### config.mk
export PLATFORM = sky130hd
export DESIGN_NAME = ipv4_header_checker_unit_flat
export DESIGN_NICKNAME = d
export VERILOG_FILES = /design/src/ihc_pkg.sv /design/src/ihc_if.sv /design/src/ipv4_header_checker_unit.sv /design/src/flat_wrapper.sv
export SDC_FILE = /design/constraint.sdc
export NUM_CORES = 1
export LEC_CHECK = 0
export BUFFER_PORTS_ARGS = -buffer_cell sky130_fd_sc_hd__buf_4
export CAP_MARGIN = 10
export CELL_PAD_IN_SITES_DETAIL_PLACEMENT = 2
export CELL_PAD_IN_SITES_GLOBAL_PLACEMENT = 2
export CORE_MARGIN = 8
export CORE_UTILIZATION = 42
export DETAILED_ROUTE_END_ITERATION = 8
export PLACE_DENSITY_LB_ADDON = 0.1
export SYNTH_ARGS = -nofsm -noshare
export SYNTH_HDL_FRONTEND = slang
export SYNTH_SLANG_ARGS = --single-unit
export TNS_END_PERCENT = 20
### constraint.sdc
create_clock -name clk -period 8.1 [get_ports clk]
set_input_delay 0.405 -clock clk [delete_from_list [all_inputs] [get_ports clk]]
set_output_delay 0.405 -clock clk [all_outputs]
set_load 0.01 [all_outputs]
### src/ihc_pkg.sv
// ihc_pkg: shared constants and helpers for the ipv4 header checker
package ihc_pkg;

  localparam int LENGTH_BITS = 16;
  localparam logic [LENGTH_BITS-1:0] COUNT_MAX = {LENGTH_BITS{1'b1}};
  localparam logic [5:0] MIN_HDR = 6'd20;
  localparam logic [3:0] IP_VERSION = 4'd4;
  localparam logic [15:0] SUM_GOOD = 16'hFFFF;

  localparam logic [LENGTH_BITS-1:0] OFS_VER_IHL = LENGTH_BITS'(0);
  localparam logic [LENGTH_BITS-1:0] OFS_TLEN_HI = LENGTH_BITS'(2);
  localparam logic [LENGTH_BITS-1:0] OFS_TLEN_LO = LENGTH_BITS'(3);
  localparam logic [LENGTH_BITS-1:0] OFS_PROTO = LENGTH_BITS'(9);
  localparam logic [LENGTH_BITS-1:0] OFS_SRC_FIRST = LENGTH_BITS'(12);
  localparam logic [LENGTH_BITS-1:0] OFS_SRC_LAST = LENGTH_BITS'(15);
  localparam logic [LENGTH_BITS-1:0] OFS_DST_FIRST = LENGTH_BITS'(16);
  localparam logic [LENGTH_BITS-1:0] OFS_DST_LAST = LENGTH_BITS'(19);

  typedef logic [LENGTH_BITS-1:0] count_t;

  // ones' complement add with end-around carry
  function automatic logic [15:0] ones_add(input logic [15:0] a, input logic [15:0] b);
    logic [16:0] s;
    s = {1'b0, a} + {1'b0, b};
    return s[15:0] + {15'd0, s[16]};
  endfunction

endpackage

### src/ihc_if.sv
// ihc_if: valid/ready byte and result channels of the ipv4 header checker
interface ihc_in_if;
  logic       valid;
  logic       ready;
  logic [7:0] data_byte;
  logic       end_of_packet;

  modport source(output valid, output data_byte, output end_of_packet, input ready);
  modport sink(input valid, input data_byte, input end_of_packet, output ready);
endinterface

interface ihc_out_if;
  logic        valid;
  logic        ready;
  logic        header_ok;
  logic [7:0]  protocol;
  logic [5:0]  header_bytes;
  logic [15:0] payload_bytes;
  logic [31:0] source_addr;
  logic [31:0] dest_addr;

  modport source(output valid, output header_ok, output protocol, output header_bytes,
                 output payload_bytes, output source_addr, output dest_addr, input ready);
  modport sink(input valid, input header_ok, input protocol, input header_bytes,
               input payload_bytes, input source_addr, input dest_addr, output ready);
endinterface

### src/ipv4_header_checker_unit.sv
// ipv4_header_checker_unit: byte-stream ipv4 header validation, top level
// Takes one packet byte per beat, with end_of_packet on the final byte, and
// gives one result beat per packet once its final byte has passed the input
// and result registers. A new byte is taken every cycle: bytes pass an
// input register, the capture and checksum logic, and a result register,
// so the only stall is a final byte meeting a result not yet taken.
// The byte count saturates at 65535; from then on bytes are counted and
// captured no further. payload_bytes reads zero when header_ok is low.
module ipv4_header_checker_unit (
  input logic     clk,
  input logic     rst_n,
  ihc_in_if.sink  in_ch,
  ihc_out_if.source out_ch
);

  logic        s1_valid_r;
  logic [7:0]  s1_byte_r;
  logic        s1_eop_r;
  logic        s1_adv;

  ihc_pkg::count_t cnt_r, cnt_nxt;
  logic [7:0]  vihl_r, vihl_nxt;
  logic [15:0] tlen_r, tlen_nxt;
  logic [7:0]  proto_r, proto_nxt;
  logic [31:0] src_r, src_nxt;
  logic [31:0] dst_r, dst_nxt;
  logic [15:0] sum_r, sum_nxt;
  logic [7:0]  hi_r, hi_nxt;

  logic [5:0]  hl;
  logic        ok;

  logic        out_valid_r;
  logic        ok_r;
  logic [7:0]  proto_out_r;
  logic [5:0]  hl_r;
  logic [15:0] pay_r;
  logic [31:0] src_out_r;
  logic [31:0] dst_out_r;

  assign s1_adv = s1_valid_r && (!s1_eop_r || !out_valid_r || out_ch.ready);
  assign in_ch.ready = !s1_valid_r || s1_adv;

  // input register
  always_ff @(posedge clk) begin
    if (!rst_n) begin
      s1_valid_r <= 1'b0;
    end else if (in_ch.ready) begin
      s1_valid_r <= in_ch.valid;
    end
    if (in_ch.ready && in_ch.valid) begin
      s1_byte_r <= in_ch.data_byte;
      s1_eop_r  <= in_ch.end_of_packet;
    end
  end

  // capture and checksum
  always_comb begin
    cnt_nxt   = cnt_r;
    vihl_nxt  = vihl_r;
    tlen_nxt  = tlen_r;
    proto_nxt = proto_r;
    src_nxt   = src_r;
    dst_nxt   = dst_r;
    sum_nxt   = sum_r;
    hi_nxt    = hi_r;
    if (cnt_r != ihc_pkg::COUNT_MAX) begin
      priority if (cnt_r == ihc_pkg::OFS_VER_IHL) begin
        vihl_nxt = s1_byte_r;
      end else if (cnt_r == ihc_pkg::OFS_TLEN_HI || cnt_r == ihc_pkg::OFS_TLEN_LO) begin
        tlen_nxt = {tlen_r[7:0], s1_byte_r};
      end else if (cnt_r == ihc_pkg::OFS_PROTO) begin
        proto_nxt = s1_byte_r;
      end else if (cnt_r >= ihc_pkg::OFS_SRC_FIRST && cnt_r <= ihc_pkg::OFS_SRC_LAST) begin
        src_nxt = {src_r[23:0], s1_byte_r};
      end else if (cnt_r >= ihc_pkg::OFS_DST_FIRST && cnt_r <= ihc_pkg::OFS_DST_LAST) begin
        dst_nxt = {dst_r[23:0], s1_byte_r};
      end else begin
        vihl_nxt = vihl_r;
      end
      if (17'(cnt_r) < 17'({vihl_nxt[3:0], 2'b00})) begin
        if (!cnt_r[0]) begin
          hi_nxt = s1_byte_r;
        end else begin
          sum_nxt = ihc_pkg::ones_add(sum_r, {hi_r, s1_byte_r});
        end
      end
      cnt_nxt = cnt_r + ihc_pkg::count_t'(1);
    end
  end

  assign hl = {vihl_nxt[3:0], 2'b00};
  assign ok = (17'(cnt_nxt) >= 17'(ihc_pkg::MIN_HDR))
           && (vihl_nxt[7:4] == ihc_pkg::IP_VERSION)
           && (hl >= ihc_pkg::MIN_HDR)
           && (17'(hl) <= 17'(cnt_nxt))
           && (tlen_nxt >= 16'(hl))
           && (17'(tlen_nxt) <= 17'(cnt_nxt))
           && (sum_nxt == ihc_pkg::SUM_GOOD);

  // packet state, cleared after the final byte
  always_ff @(posedge clk) begin
    if (!rst_n || (s1_adv && s1_eop_r)) begin
      cnt_r   <= '0;
      vihl_r  <= '0;
      tlen_r  <= '0;
      proto_r <= '0;
      src_r   <= '0;
      dst_r   <= '0;
      sum_r   <= '0;
      hi_r    <= '0;
    end else if (s1_adv) begin
      cnt_r   <= cnt_nxt;
      vihl_r  <= vihl_nxt;
      tlen_r  <= tlen_nxt;
      proto_r <= proto_nxt;
      src_r   <= src_nxt;
      dst_r   <= dst_nxt;
      sum_r   <= sum_nxt;
      hi_r    <= hi_nxt;
    end
  end

  // result register
  always_ff @(posedge clk) begin
    if (!rst_n) begin
      out_valid_r <= 1'b0;
    end else if (s1_adv && s1_eop_r) begin
      out_valid_r <= 1'b1;
    end else if (out_ch.ready) begin
      out_valid_r <= 1'b0;
    end
    if (s1_adv && s1_eop_r) begin
      ok_r        <= ok;
      proto_out_r <= proto_nxt;
      hl_r        <= hl;
      pay_r       <= ok ? (tlen_nxt - 16'(hl)) : 16'd0;
      src_out_r   <= src_nxt;
      dst_out_r   <= dst_nxt;
    end
  end

  assign out_ch.valid         = out_valid_r;
  assign out_ch.header_ok     = ok_r;
  assign out_ch.protocol      = proto_out_r;
  assign out_ch.header_bytes  = hl_r;
  assign out_ch.payload_bytes = pay_r;
  assign out_ch.source_addr   = src_out_r;
  assign out_ch.dest_addr     = dst_out_r;

  a_clear_after_eop: assert property (@(posedge clk) disable iff (!rst_n)
    s1_adv && s1_eop_r |=> cnt_r == '0 && sum_r == '0)
    else $error("packet state not cleared after final byte");

  a_ok_min_hdr: assert property (@(posedge clk) disable iff (!rst_n)
    out_valid_r && ok_r |-> hl_r >= ihc_pkg::MIN_HDR)
    else $error("valid header shorter than minimum");

  a_bad_no_payload: assert property (@(posedge clk) disable iff (!rst_n)
    out_valid_r && !ok_r |-> pay_r == 16'd0)
    else $error("payload length given for invalid header");

  a_no_overwrite: assert property (@(posedge clk) disable iff (!rst_n)
    out_valid_r && !out_ch.ready |-> !(s1_adv && s1_eop_r))
    else $error("result overwritten before it was taken");

endmodule
### src/flat_wrapper.sv
// flat-port wrapper written by rule: the top's interface ports become plain ports
module ipv4_header_checker_unit_flat 
  (clk, rst_n, in_ch_valid, in_ch_data_byte, in_ch_end_of_packet, in_ch_ready, out_ch_valid, out_ch_header_ok, out_ch_protocol, out_ch_header_bytes, out_ch_payload_bytes, out_ch_source_addr, out_ch_dest_addr, out_ch_ready);
  ihc_in_if in_ch_i ();
  ihc_out_if out_ch_i ();
  input logic clk;
  input logic rst_n;
  input wire logic [$bits(in_ch_i.valid)-1:0] in_ch_valid;
  input wire logic [$bits(in_ch_i.data_byte)-1:0] in_ch_data_byte;
  input wire logic [$bits(in_ch_i.end_of_packet)-1:0] in_ch_end_of_packet;
  output wire logic [$bits(in_ch_i.ready)-1:0] in_ch_ready;
  output wire logic [$bits(out_ch_i.valid)-1:0] out_ch_valid;
  output wire logic [$bits(out_ch_i.header_ok)-1:0] out_ch_header_ok;
  output wire logic [$bits(out_ch_i.protocol)-1:0] out_ch_protocol;
  output wire logic [$bits(out_ch_i.header_bytes)-1:0] out_ch_header_bytes;
  output wire logic [$bits(out_ch_i.payload_bytes)-1:0] out_ch_payload_bytes;
  output wire logic [$bits(out_ch_i.source_addr)-1:0] out_ch_source_addr;
  output wire logic [$bits(out_ch_i.dest_addr)-1:0] out_ch_dest_addr;
  input wire logic [$bits(out_ch_i.ready)-1:0] out_ch_ready;
  assign in_ch_i.valid = in_ch_valid;
  assign in_ch_i.data_byte = in_ch_data_byte;
  assign in_ch_i.end_of_packet = in_ch_end_of_packet;
  assign in_ch_ready = in_ch_i.ready;
  assign out_ch_valid = out_ch_i.valid;
  assign out_ch_header_ok = out_ch_i.header_ok;
  assign out_ch_protocol = out_ch_i.protocol;
  assign out_ch_header_bytes = out_ch_i.header_bytes;
  assign out_ch_payload_bytes = out_ch_i.payload_bytes;
  assign out_ch_source_addr = out_ch_i.source_addr;
  assign out_ch_dest_addr = out_ch_i.dest_addr;
  assign out_ch_i.ready = out_ch_ready;
  ipv4_header_checker_unit u_core (.clk(clk), .rst_n(rst_n), .in_ch(in_ch_i), .out_ch(out_ch_i));
endmodule
==> flow_summary.yaml, run 1 <==
clock_tree:
  clock_path_buffers: 3
  post_cts.repair.setup_buffers: 0
  clock_sink_count: 240
  clkTransAtPathRegs_ns: 0.07
  cts_tree: "yes"
  worst_skew_pair.late_latency_ns: 0.55
  cts.root.buffer_cell: "sky130_fd_sc_hd__clkbuf_16"
  cts-hold-fix-buffers: 0
  inserted_clock_buffers: 27
  cts-htree-levels: 1
  cts_resized: 0
run:
  max-cap-violations: 0
worst_setup_path:
  timing_worst_setup_path_type: "reg -> reg"
  critical-path-slowest-cell: "sky130_fd_sc_hd__dfxtp_1"
  critPathMaxFanout: 28
  timing.critical_path.cells: "inv_1 > ha_1 > nor3_4 > buf_4 > mux2i_1 > inv_1 > ha_1 > nand4_1 > nor4b_1 > nor2_1 > nand4_1 > o31ai_1 > a221oi_1 > nand4_1 > nor4_4 > nand3_4 > nor3_1"
  critical_path.most_common_cell: "sky130_fd_sc_hd__nand4_1"
  reg2reg_setup_slack_ns: 2.90
  worst_r2r_startpoint: "u_core.cnt_r[0]$_SDFFE_PP0P_"
  cp.required_ns: 8.46
  cp_slowest_stage_delay_ns: 0.65
  crit_path_end_kind: "flop"
  regToRegEndpoint: "u_core.out_ch.payload_bytes[5]$_SDFFCE_PN0P_"
  critical_path_arrival_ns: 5.56
  timing.reg2reg.worst_path_depth: 17
  setup.worst_path.start_class: "flop"
yosys:
  synth_area_leaders: "sky130_fd_sc_hd__edfxtp_1, sky130_fd_sc_hd__dfxtp_1, sky130_fd_sc_hd__mux2_2"
  total_of_warnings_raised_by_yosys: 0
  syn_area_per_cell_sq_um: 10.0
  synth-seq-area-share_pct: 47.0
  syn_inst: 1239
  dominantRegCellSynth: "sky130_fd_sc_hd__dfxtp_1"
  netlist_area_sq_um: 12400
  synth_async_sr_flop_share_pct: 0
  synth.distinct_cells: 85
  synth_edf_count: 102
  synth_seq_cells: 240
  synth_top_area_share_pct: 24.7
  netlist.top_cell.by_area: "sky130_fd_sc_hd__edfxtp_1"
power_and_ir_drop:
  fin_total_pwr_uw: 3050
  vdd_drop_max_v: 0.000134
  static-leakage-power_uw: 0.00556
  total_power_divided_by_cell_area_nw_per_um2: 211
global_route:
  met2_demand_to_capacity_share_in_global_routing_pct: 39.6
  gr-total-overflow: 0
  track_usage_pct: 22.3
  grt_most_used_layer: "met2"
  first_global_vias: 11000
  grt.met1_usage_pct: 27.3
  maximum_number_of_pins_on_one_net_before_global_route_repair: 85
  groute.layer.met3.usage_pct: 2.95
  antenna_violations_before_repair: 0
  global_route_wire_length_before_repair_mm: 63.2
placement:
  hpwlAfterDp_mm: 27.0
  dpl_worst_slack_ns: 2.95
  gpl.final_weighted_congestion: 0.829
  buffer_ports.inserted: 107
  dp_cells: 1675
drt:
  final_antenna_net_count: 0
  drt_first_iter_violations: 455
  drc_errors: 0
  dr_vias: 9816
  drt_first_pass_iters: 4
  viasPerCell: 5.69
  drt-wirelength-per-cell_um: 23.4
  wl_mm: 40.4
floorplan:
  initial_core_util_pct: 42.3
  die_height_um: 188
  die_area_sq_um: 35300
  core_area_sq_um: 29300
  design.portCount: 110
  standard_cell_row_count: 63
  die_width_um: 188
timing:
  rsz_0062_raised_after_global_routing: "false"
  totalNegativeSetupSlack_ns: 0
  finalClockSkew_ns: 0.0129
  fmax_ghz: 0.192
  finalMaxSlewViolations: 0
  finalCritPeriodShare_pct: 64.2
  hold_violations: 0
  report.final.setup_viol: 0
  postLayoutSetupSlackWorst_ns: 2.90
  relSlewSlack_pct: 28.9
  period_minus_slack_ns: 5.20
  worstMarginPinSlew_ns: 1.06
run_status:
  status: "finished, final reports clean"
finish:
  register_area_sq_um: 5830
  nets: 1378
  final_core_util_pct: 49.4
  area_grow_syn2layout_pct: 16.8
  antenna_diode_count: 0
  total_area_of_multi_input_combinational_cells_sq_um: 6210
  finalNonFillerCells: 1725
  n_fill_cell: 3095
  drive_above_1_share_pct: 21.3
hold_path:
  worstHoldStart: "in_ch_data_byte[0]"
  hold_path_class: "in -> reg"
  worstHoldPathCells: 1
  min_delay_worst_endpoint: "u_core.s1_byte_r[0]$_DFFE_PP_"
-- Yosys cell counts, drive strengths merged (19+ instances only) --
master / number
dfxtp: 138
mux2: 76
edfxtp: 102
inv: 23
a211oi: 31
clkbuf: 50
nand3: 27
mux2i: 54
nand2: 109
a21oi: 74
nand4: 19
ha: 49
nor3: 74
o21ai: 20
nor2: 187
buf: 23
xnor2: 32
-- power breakdown --
part / internal, uW / switching (uW)
Combinational: 125 / 221
Sequential: 1290 / 35.4
Clock: 846 / 527
Total: 2270 / 783
-- stage by stage --
| step | cell area (sq um) | hold slack, ns |
|---|---|---|
| 2_1_floorplan | 12400 | 0.433 |
| 3_3_place_gp | 13500 | 0.439 |
| 3_5_place_dp | 13500 | 0.448 |
| 4_1_cts | 14500 | 0.00930 |
| 5_1_grt | 14500 | 0.0233 |
| 6_report | 14500 | 0.0380 |
-- cells by family (layout without fill, tap and decap cells) --
family                   Yosys count  after routing  synth area share [%]
AND/OR/NAND/NOR                  496            496                  20.1
adder cells (fa/ha/maj)           51             51                  5.27
other                              1              2                0.0303
XOR/XNOR                          46             46                  3.31
buffers and inverters             96            191                  3.26
multiplexers                     130            130                  11.3
flip-flops                       240            240                  47.0
AO/OA/AOI/OAI                    179            179                  9.76
-- layer usage --
| layer | wire length, um | part of all wire [%] |
|---|---|---|
| met2 | 20300 | 50 |
| met3 | 1210 | 3.0 |
| met5 | 0 | 0 |
| met4 | 1260 | 3.1 |
| met1 | 17600 | 44 |
-- registers in the layout, summed over array words and instances, names as in the netlist, 16 cells and up --
register                     flops
u_core.cnt_r                    16
u_core.dst_r                    32
u_core.out_ch.dest_addr         32
u_core.out_ch.payload_bytes     16
u_core.out_ch.source_addr       32
u_core.src_r                    32
u_core.sum_r                    16
u_core.tlen_r                   16
-- worst max-delay path, delay by kind of cell, from the launching register on --
kind | cells | cell delay, ns
simple gates | 9 | 2.04
buf+inv | 3 | 0.81
compound gates | 2 | 0.42
flops | 1 | 0.65
fa+ha+maj | 2 | 0.66
mux | 1 | 0.40
-- layout make-up --
class	count	area share (%)
clock buffer	32	4.87
multi-input combinational	904	42.9
timing repair buffer	118	6.12
tap	390	3.37
sequential	240	40.2
clock inverter	18	1.93
inverter	23	0.596
-- layout by cell type (no fill, tap or decap), types with 27 or more instances in the layout --
cell / instances
sky130_fd_sc_hd__mux2i_1: 54
sky130_fd_sc_hd__edfxtp_1: 102
sky130_fd_sc_hd__a21oi_1: 73
sky130_fd_sc_hd__nor2_1: 184
sky130_fd_sc_hd__nor3_1: 64
sky130_fd_sc_hd__buf_4: 118
sky130_fd_sc_hd__ha_1: 49
sky130_fd_sc_hd__mux2_2: 76
sky130_fd_sc_hd__clkbuf_16: 27
sky130_fd_sc_hd__nand2_1: 107
sky130_fd_sc_hd__xnor2_1: 31
sky130_fd_sc_hd__a211oi_1: 28
sky130_fd_sc_hd__dfxtp_1: 138
-- worst max-delay path by stage --
stage	start	endpoint	slack, ns	cells past startpoint
final	u_core.cnt_r[0]$_SDFFE_PP0P_	u_core.out_ch.payload_bytes[5]$_SDFFCE_PN0P_	2.90	17
after floorplan	u_core.cnt_r[0]$_SDFFE_PP0P_	u_core.out_ch.payload_bytes[11]$_SDFFCE_PN0P_	3.58	18
after global routing	u_core.cnt_r[0]$_SDFFE_PP0P_	u_core.out_ch.payload_bytes[10]$_SDFFCE_PN0P_	2.59	17
after global placement	u_core.cnt_r[0]$_SDFFE_PP0P_	u_core.out_ch.payload_bytes[4]$_SDFFCE_PN0P_	3.14	17
after CTS	u_core.cnt_r[0]$_SDFFE_PP0P_	u_core.out_ch.payload_bytes[5]$_SDFFCE_PN0P_	2.88	17
after detailed placement	u_core.cnt_r[0]$_SDFFE_PP0P_	u_core.out_ch.payload_bytes[4]$_SDFFCE_PN0P_	2.95	17
(Power assumes the default switching activity.)
==> run 2: changes to the inputs <==
Settings changed: ABC_AREA from default to 1, CORE_UTILIZATION 42 to 32.
Clock period 8.1 ns to 4.28 ns, I/O delays scaled along.
==> run 2 against run 1 <==
Against the previous run: critical path depth unchanged; global-route usage decreased by 3.4 points; via count increased by 18%; first-iteration DRC count decreased by 18%; clock power increased by 91%; design area increased by 8.7%; critical endpoint is now u_core.out_ch.header_ok$_DFFE_PP_; largest cell class is now flip-flops and latches.
==> flow_summary.yaml, run 2 <==
worst_setup_path:
  crit_path_end_kind: "flop"
  setup.worst_path.start_class: "flop"
  critical_path.most_common_cell: "sky130_fd_sc_hd__nand3_2"
  timing.critical_path.max_delay_family: "simple AND/OR/NAND/NOR gates"
  critical-path-slowest-cell: "sky130_fd_sc_hd__o21ai_0"
  critPathMaxFanout: 13
  cp.required_ns: 4.62
  critPathBufInv: 2
  timing_worst_setup_path_type: "reg -> reg"
  timing.critical_path.cells: "ha_1 > o21ai_0 > nor2_4 > nand3_2 > o21ai_0 > ha_1 > nand2_1 > nor2_1 > a211oi_1 > nand2_1 > nor2_2 > nand3_2 > nand3_2 > nor2_4 > nand3_4 > clkbuf_16 > inv_2"
  cp_slowest_stage_delay_ns: 0.50
  critical_path_arrival_ns: 4.29
finish:
  nets: 1883
  layout_commonest_cell: "sky130_fd_sc_hd__nand2_1"
  drive_above_1_share_pct: 16.1
  fin_area_sq_um: 15700
  antenna_diode_count: 0
  area_grow_syn2layout_pct: 22.8
  final_cell_mix: "sky130_fd_sc_hd__nand2_1, sky130_fd_sc_hd__inv_1, sky130_fd_sc_hd__o21ai_0"
yosys:
  synth-seq-area-share_pct: 45.4
  synth_seq_cells: 240
  netlist.top_cell.by_area: "sky130_fd_sc_hd__edfxtp_1"
  netlist_area_sq_um: 12800
  syn_area_per_cell_sq_um: 7.60
  dominantRegCellSynth: "sky130_fd_sc_hd__dfxtp_1"
  synth_async_sr_flop_share_pct: 0
  synth.distinct_cells: 43
  synth_edf_count: 102
  syn_inst: 1686
  total_of_warnings_raised_by_yosys: 0
  synth.most_common_cell: "sky130_fd_sc_hd__nand2_1"
  synth_top_area_share_pct: 23.9
  synth_area_leaders: "sky130_fd_sc_hd__edfxtp_1, sky130_fd_sc_hd__dfxtp_1, sky130_fd_sc_hd__nand2_1"
  most_common_library_cells_after_synthesis: "sky130_fd_sc_hd__nand2_1, sky130_fd_sc_hd__inv_1, sky130_fd_sc_hd__o21ai_0"
floorplan:
  die_area_sq_um: 46700
  initial_core_util_pct: 32.3
  die_height_um: 216
  design.portCount: 110
  core_area_sq_um: 39600
  die_width_um: 216
  standard_cell_row_count: 73
placement:
  post_dp_cell_area_sq_um: 14200
  gpl.final_weighted_congestion: 0.818
  buffer_ports.inserted: 107
  hpwlAfterDp_mm: 32.6
timing:
  report.final.setup_viol: 0
  finalMaxSlewViolations: 0
  relSlewSlack_pct: 38.8
  worstMarginPinSlew_ns: 0.918
  period_minus_slack_ns: 3.96
  totalNegativeSetupSlack_ns: 0
  hold_violations: 0
  finalCritPeriodShare_pct: 92.4
  fmax_ghz: 0.253
  hold-worst-slack_ns: 0.340
  finalClockSkew_ns: 0.0219
drt:
  drc_errors: 0
  final_antenna_net_count: 0
  route.met2.wl_mm: 22.6
  routed-wl-met3_mm: 1.54
  routedLengthMet1_mm: 20.2
  drt-wirelength-per-cell_um: 19.1
  dr_vias: 11500
  drt_first_iter_violations: 374
  viasPerCell: 4.88
  dr.max_layer_used: "met4"
  drt_first_pass_iters: 4
  wl_mm: 45.3
run_status:
  status: "finished, final reports clean"
global_route:
  first_global_vias: 12700
  antenna_violations_before_repair: 1
  track_usage_pct: 18.9
  gr-total-overflow: 0
  global_route_wire_length_before_repair_mm: 71.2
  maximum_number_of_pins_on_one_net_before_global_route_repair: 96
clock_tree:
  inserted_clock_buffers: 29
  worst_skew_pair.late_latency_ns: 0.59
  cts-htree-levels: 1
  clkTransAtPathRegs_ns: 0.06
  clock_sink_count: 240
  cts_tree: "yes"
  clock_path_buffers: 3
  cts.root.buffer_cell: "sky130_fd_sc_hd__clkbuf_16"
hold_path:
  hold_path_class: "in -> reg"
power_and_ir_drop:
  vdd_drop_max_v: 0.000301
  total_power_divided_by_cell_area_nw_per_um2: 401
  static-leakage-power_uw: 0.00718
run:
  max-cap-violations: 0
[run 2: final cells by class]
cell class                 instances  area (sq um)
clock buffer                      38           800
clock inverter                    16           199
fill                            4614         23900
inverter                         303          1140
multi-input combinational       1078          5790
sequential                       240          5830
tap                              525           657
timing repair buffer             167          1330
[run 2: power by group]
group	internal, uW	switching (uW)	leakage [uW]	total (uW)
combinational	371	734	0.00455	1100
sequential	2510	84.5	0.00213	2590
clock	1560	1060	0.000491	2610
total	4440	1870	0.00718	6310
[run 2: cell families after synthesis]
group	synth area share (%)
buf+inv	11.3
mux	0.0781
compound gates	14.9
simple gates	21.7
xor+xnor	1.43
other cells	0.0293
fa+ha+maj	5.10
flops	45.4
[run 2: layer usage]
| layer | track usage [%] | vias up |
|---|---|---|
| met4 | 4.40 | 0 |
| met3 | 2.51 | 54 |
| li1 | - | 5651 |
| met5 | 0 | - |
| met1 | 23.7 | 5715 |
| met2 | 34.1 | 121 |
[run 2: stage by stage]
step           instances  worst slack, ns  total power (uW)  utilization, %
3_3_place_gp        2285            0.112              3660            35.9
4_1_cts             2354           0.0923              6360            38.9
5_1_grt             2367          -0.0393              6610            39.7
3_5_place_dp        2285          -0.0985              3710            35.9
6_report            2367            0.324              6310            39.7
2_1_floorplan       1687            0.805              3320               -
[run 2: repair_timing]
action                                 CTS  global route
pin swaps                                0            13
buffers inserted                         2            12
endpoints found under the hold margin   11             0
setup endpoints to repair               17            17
cloned                                   0             1
resized for setup                        0            42
hold buffers                            13             0
[run 2: worst paths after layout]
kind / slack, ns / start / cells past startpoint / endpoint
worst max-delay path: 0.32 / u_core.cnt_r[1]$_SDFFE_PP0P_ / 17 / u_core.out_ch.header_ok$_DFFE_PP_
worst min register to register: 0.46 / u_core.hi_r[5]$_SDFFE_PP0P_ / 2 / u_core.hi_r[5]$_SDFFE_PP0P_
worst max register to register: 0.32 / u_core.cnt_r[1]$_SDFFE_PP0P_ / 17 / u_core.out_ch.header_ok$_DFFE_PP_
worst min-delay path: 0.34 / in_ch_data_byte[4] / 2 / u_core.s1_byte_r[4]$_DFFE_PP_
